`src/rtl/core/mrb_pkg.sv`:
```
// Shared types, codes and constants for the message ring buffer.
// No dependencies; every other file of the block imports this package.
package mrb_pkg;

  localparam int MODE_W   = 2;
  localparam int LEN_W    = 13;
  localparam int BYTE_W   = 8;
  localparam int STATUS_W = 2;

  localparam int DEF_POOL_BYTES   = 16384;
  localparam int DEF_HEADER_BYTES = 2;
  localparam int MAX_PAYLOAD      = 4096;

  // Depth of the request queue between front and back.
  localparam int QUEUE_DEPTH = 2;

  localparam logic [MODE_W-1:0] MODE_BEGIN = 2'd0;
  localparam logic [MODE_W-1:0] MODE_BYTE  = 2'd1;
  localparam logic [MODE_W-1:0] MODE_RECV  = 2'd2;

  typedef enum logic [1:0] {
    OP_BEGIN,
    OP_BYTE,
    OP_RECV,
    OP_BAD
  } op_e;

  typedef enum logic [STATUS_W-1:0] {
    ST_OK,
    ST_NO_ROOM,
    ST_EMPTY,
    ST_SEQ
  } status_e;

  typedef enum logic [2:0] {
    BK_IDLE,
    BK_HDR_WR,
    BK_HDR_RD0,
    BK_HDR_RD1,
    BK_DATA_RD
  } back_state_e;

  typedef struct packed {
    op_e               op;
    logic [LEN_W-1:0]  msg_length;
    logic [BYTE_W-1:0] data_in;
  } item_t;

  typedef struct packed {
    status_e           status;
    logic [BYTE_W-1:0] data;
    logic              last;
    logic [LEN_W-1:0]  length;
  } result_t;

endpackage

```
`src/rtl/core/mrb_front.sv`:
```
// Front end of the message ring buffer: takes requests, decodes the mode and
// holds them in a short queue for the back end. Depends on mrb_pkg.
module mrb_front (
  input  logic                       clk_i,
  input  logic                       rst_ni,
  input  logic                       start_i,
  input  logic [mrb_pkg::MODE_W-1:0] mode_i,
  input  logic [mrb_pkg::LEN_W-1:0]  msg_length_i,
  input  logic [mrb_pkg::BYTE_W-1:0] data_in_i,
  output logic                       busy_o,
  output logic                       valid_o,
  output mrb_pkg::item_t             item_o,
  input  logic                       pop_i
);
  import mrb_pkg::*;

  localparam int QI_W = (QUEUE_DEPTH > 1) ? $clog2(QUEUE_DEPTH) : 1;
  localparam int QC_W = $clog2(QUEUE_DEPTH + 1);

  item_t            entry_q [QUEUE_DEPTH];
  logic [QI_W-1:0]  wr_ptr_q, wr_ptr_d, rd_ptr_q, rd_ptr_d;
  logic [QC_W-1:0]  count_q, count_d;
  item_t            item_new;
  logic             push;

  always_comb begin
    item_new.msg_length = msg_length_i;
    item_new.data_in    = data_in_i;
    case (mode_i)
      MODE_BEGIN: item_new.op = OP_BEGIN;
      MODE_BYTE:  item_new.op = OP_BYTE;
      MODE_RECV:  item_new.op = OP_RECV;
      default:    item_new.op = OP_BAD;
    endcase
  end

  assign busy_o  = (count_q == QC_W'(QUEUE_DEPTH));
  assign push    = start_i && !busy_o;
  assign valid_o = (count_q != '0);
  assign item_o  = entry_q[rd_ptr_q];

  always_comb begin
    wr_ptr_d = wr_ptr_q;
    rd_ptr_d = rd_ptr_q;
    count_d  = count_q;
    if (push) begin
      wr_ptr_d = (wr_ptr_q == QI_W'(QUEUE_DEPTH - 1)) ? '0 : wr_ptr_q + 1'b1;
    end
    if (pop_i && valid_o) begin
      rd_ptr_d = (rd_ptr_q == QI_W'(QUEUE_DEPTH - 1)) ? '0 : rd_ptr_q + 1'b1;
    end
    if (push && !(pop_i && valid_o)) begin
      count_d = count_q + 1'b1;
    end else if (!push && pop_i && valid_o) begin
      count_d = count_q - 1'b1;
    end
  end

  always_ff @(posedge clk_i or negedge rst_ni) begin
    if (!rst_ni) begin
      wr_ptr_q <= '0;
      rd_ptr_q <= '0;
      count_q  <= '0;
    end else begin
      wr_ptr_q <= wr_ptr_d;
      rd_ptr_q <= rd_ptr_d;
      count_q  <= count_d;
    end
  end

  always_ff @(posedge clk_i) begin
    if (push) begin
      entry_q[wr_ptr_q] <= item_new;
    end
  end

endmodule

```
`config.mk`:
```
export PLATFORM = sky130hd
export DESIGN_NAME = mrb_front
export DESIGN_NICKNAME = d
export VERILOG_FILES = /design/src/rtl/core/mrb_pkg.sv /design/src/rtl/core/mrb_front.sv
export SDC_FILE = /design/constraint.sdc
export NUM_CORES = 1
export LEC_CHECK = 0
export ABC_AREA = 1
export BUFFER_PORTS_ARGS = -buffer_cell sky130_fd_sc_hd__buf_2
export CORE_MARGIN = 2
export CORE_UTILIZATION = 51
export CTS_BUF_LIST = sky130_fd_sc_hd__clkbuf_16
export DETAILED_ROUTE_END_ITERATION = 16
export PLACE_DENSITY = 0.75
export SYNTH_ARGS = -nofsm -noshare
export SYNTH_HDL_FRONTEND = slang
export SYNTH_SLANG_ARGS = --single-unit
```
`constraint.sdc`:
```
create_clock -name clk_i -period 2.2 [get_ports clk_i]
set_input_delay 0.22 -clock clk_i [delete_from_list [all_inputs] [get_ports clk_i]]
set_output_delay 0.22 -clock clk_i [all_outputs]
set_load 0.01 [all_outputs]
```
==> results.sh <==
export IMPL_path_class="reg2out"
export IMPL_cts_made_buffers=5
export IMPL_holdWs_ns=0.127
export IMPL_root_buffer="clkbuf_16"
export IMPL_yosysSeqAreaShare=0.768
export IMPL_drv_slew=0
export IMPL_n_fill_cell=291
export IMPL_min_period_ns=1.72
export IMPL_worst_path_max_fanout=13
export IMPL_clk_pin_slew_ns=0.06
export IMPL_worst_path_max_delay_cell="dfrtp_1"
export IMPL_syn_nets=181
export IMPL_grt_max_degree=25
export IMPL_start_kind="flop"
export IMPL_crit_required_ns=1.98
export IMPL_finalWeightedCongestion=0.643
export IMPL_track_usage=0.172
export IMPL_synth_top_family_by_area="simple AND/OR/NAND/NOR gates"
export IMPL_dr_pass1_iters=4
export IMPL_async_flop_share=0.0800
export IMPL_grt_first_pass_wirelength_mm=5.44
export IMPL_worstMarginPinSlew_ns=0.697
export IMPL_worstSkewPairLatency_ns=0.28
export IMPL_final_cells=257
export IMPL_io_buffers=51
export IMPL_cp_cell_sequence="buf_4 -> nand2_1 -> nand2_1 -> buf_2"
export IMPL_post_cts_buffers=0
export IMPL_p_leak_nw=1.06
export IMPL_drive_above_1_share=0.316
export IMPL_initial_core_util=0.527
export IMPL_critPathCaptureType="output port"
export IMPL_synthSimpleGateAreaFrac=0.175
export IMPL_synth_xor_area_frac=0
export IMPL_rows=22
export IMPL_wl_per_cell_um=12.8
export IMPL_netlist_area_mm2=0.00193
export IMPL_timing_rr_start="count_q[0]$_DFFE_PN0P_"
export IMPL_cp_common_cell="nand2_1"
export IMPL_synthFlopType="edfxtp_1"
export IMPL_clockBufferDepth=2
export IMPL_nNetsFinal=235
export IMPL_fmaxAchievable_mhz=580
export IMPL_io_pins=52
export IMPL_synth_cells=154
export IMPL_antenna_found_initial=0
export IMPL_synth_seq_cells=50
export IMPL_maxCapViolations=0
export IMPL_power_mw=2.98
export IMPL_worstHoldStart="data_in_i[2]"
export IMPL_area_delta_synth_final_pct=22.6
export IMPL_setup_viol=0
export IMPL_peakVddDrop_mv=0.778
export IMPL_drt_vias_per_instance=4.82
export IMPL_multi_input_area_um2=365
export IMPL_grt_pass1_vias=1256
export IMPL_synth_compound_area_share=0.0130
export IMPL_post_route_period_util=0.783
export IMPL_tns_ns=0
export IMPL_hp_class="in2reg"
export IMPL_syn_avg_cell_area_um2=12.5
export IMPL_yosysWarningCount=0
export IMPL_drc_errors=0
export IMPL_synth_adder_area_share=0
export IMPL_drt_iter0_drc=37
export IMPL_synth_edf_count=46
export IMPL_die_h_um=65.5
export IMPL_place_inst=248
export IMPL_crit_arrival_ns=1.50
export IMPL_postCtsResizedCells=0
export IMPL_finalHoldViolations=0
export IMPL_min_to="entry_q[0][2]$_DFFE_PP_"
export IMPL_reg2reg_depth=4
export IMPL_wirelength_mm=3.29
export IMPL_fin_util=0.646
export IMPL_outcome="finished, final reports clean"
export IMPL_maxSlewHeadroom=0.534
export IMPL_rrSetupSlack_ns=0.62
export IMPL_htreeDepth=2
export IMPL_cp_slowest_stage_delay_ns=0.66
export IMPL_rsz0062_at_grt="no"
export IMPL_core_area_mm2=0.00366
export IMPL_ys_types=16
export IMPL_chipWidth_um=65.5
export IMPL_muxShareOfSynthArea=0
export IMPL_fin_worst_skew_ns=0.00320
export IMPL_num_antenna_cells=0
export IMPL_ant_nets=0
export IMPL_overflow=0
export IMPL_power_density_mw_per_mm2=1260
export IMPL_clock_sinks=50
export IMPL_hold_depth=1
export IMPL_dp_hpwl_mm=2.26
export IMPL_cts_tree="done"
export IMPL_seq_area_mm2=0.00148
export IMPL_num_vias=1238
export IMPL_die_area_mm2=0.00429
export IMPL_reg2reg_to="entry_q[1][6]$_DFFE_PP_"
through the flow:
| stage | instance area (um2) | worst slack, ns |
|---|---|---|
| 2_1_floorplan | 1930 | 0.221 |
| 3_3_place_gp | 2220 | 0.677 |
| 3_5_place_dp | 2220 | 0.638 |
| 4_1_cts | 2370 | 0.447 |
| 5_1_grt | 2370 | 0.338 |
| 6_report | 2370 | 0.477 |
kinds of logic after synthesis:
kind of cell,after synthesis
compound gates,5
buf+inv,14
flops,50
simple gates,85
worst max path at each step:
stage,startpoint,end,slack (ns),cells past startpoint
after detailed placement,count_q[0]$_DFFE_PN0P_,entry_q[1][17]$_DFFE_PP_,0.64,4
after floorplan,count_q[1]$_DFFE_PN0P_,entry_q[0][0]$_DFFE_PP_,0.22,3
after global placement,count_q[1]$_DFFE_PN0P_,entry_q[1][3]$_DFFE_PP_,0.68,3
after global routing,rd_ptr_q$_DFFE_PN0P_,item_o[18],0.34,4
after CTS,rd_ptr_q$_DFFE_PN0P_,item_o[11],0.45,4
final,rd_ptr_q$_DFFE_PN0P_,item_o[11],0.48,4
sequential cells by signal (all words and copies together), names as in the netlist:
register	cells
wr_ptr_q	1
rd_ptr_q	1
entry_q	46
count_q	2
synth_stat cells (2+ instances only):
cell	number	area, um2
nor2_1	6	22.5
o21ai_0	3	15.0
edfxtp_1	46	1380
a21oi_1	2	10.0
nand3_1	3	15.0
dfrtp_1	4	100
buf_4	2	15.0
inv_1	5	18.8
nand2_1	72	270
clkbuf_1	2	7.51
nand2_2	2	12.5
buf_6	3	33.8
layout by cell type (no fill, tap or decap), drive strengths merged:
cell type	instances
o21ai	3
a21oi	2
dlygate4sd3	1
nand3	3
clkinv	2
edfxtp	46
nand2	74
inv	8
buf	53
clkbuf	5
nor2	8
dfrtp	4
metal layers:
layer	GRT usage	wire, um	vias up
li1	-	-	620
met1	0.204	1390	574
met2	0.311	1710	37
met3	0.0257	150	7
met4	0.0703	46	0
met5	0	0	-
worst max-delay path, delay by kind of cell (launching register included):
family / cells / cell delay [ns]
flops: 1 / 0.66
buf+inv: 2 / 0.41
simple gates: 2 / 0.15
what timing repair did:
action | 4_1_cts | 5_1_grt
setup endpoints to repair | 0 | 0
hold buffers | 1 | 0
hold endpoints to repair | 4 | 0
area by class of cell:
| class | count | share of cell area |
|---|---|---|
| clock buffers | 5 | 0.0529 |
| well taps | 48 | 0.0254 |
| flip-flops and latches | 50 | 0.626 |
| multi-input cells | 90 | 0.154 |
| inverters | 7 | 0.0122 |
| clock inverters | 3 | 0.00529 |
| repair buffers | 54 | 0.124 |
power by group:
| part | switching [mW] | total [mW] | leakage [nW] | internal, mW |
|---|---|---|---|---|
| sequential | 0.106 | 1.39 | 0.477 | 1.28 |
| clock | 0.292 | 0.702 | 0.0724 | 0.410 |
| combinational | 0.571 | 0.890 | 0.506 | 0.319 |
Note: power is estimated with default switching activity, not from simulation.
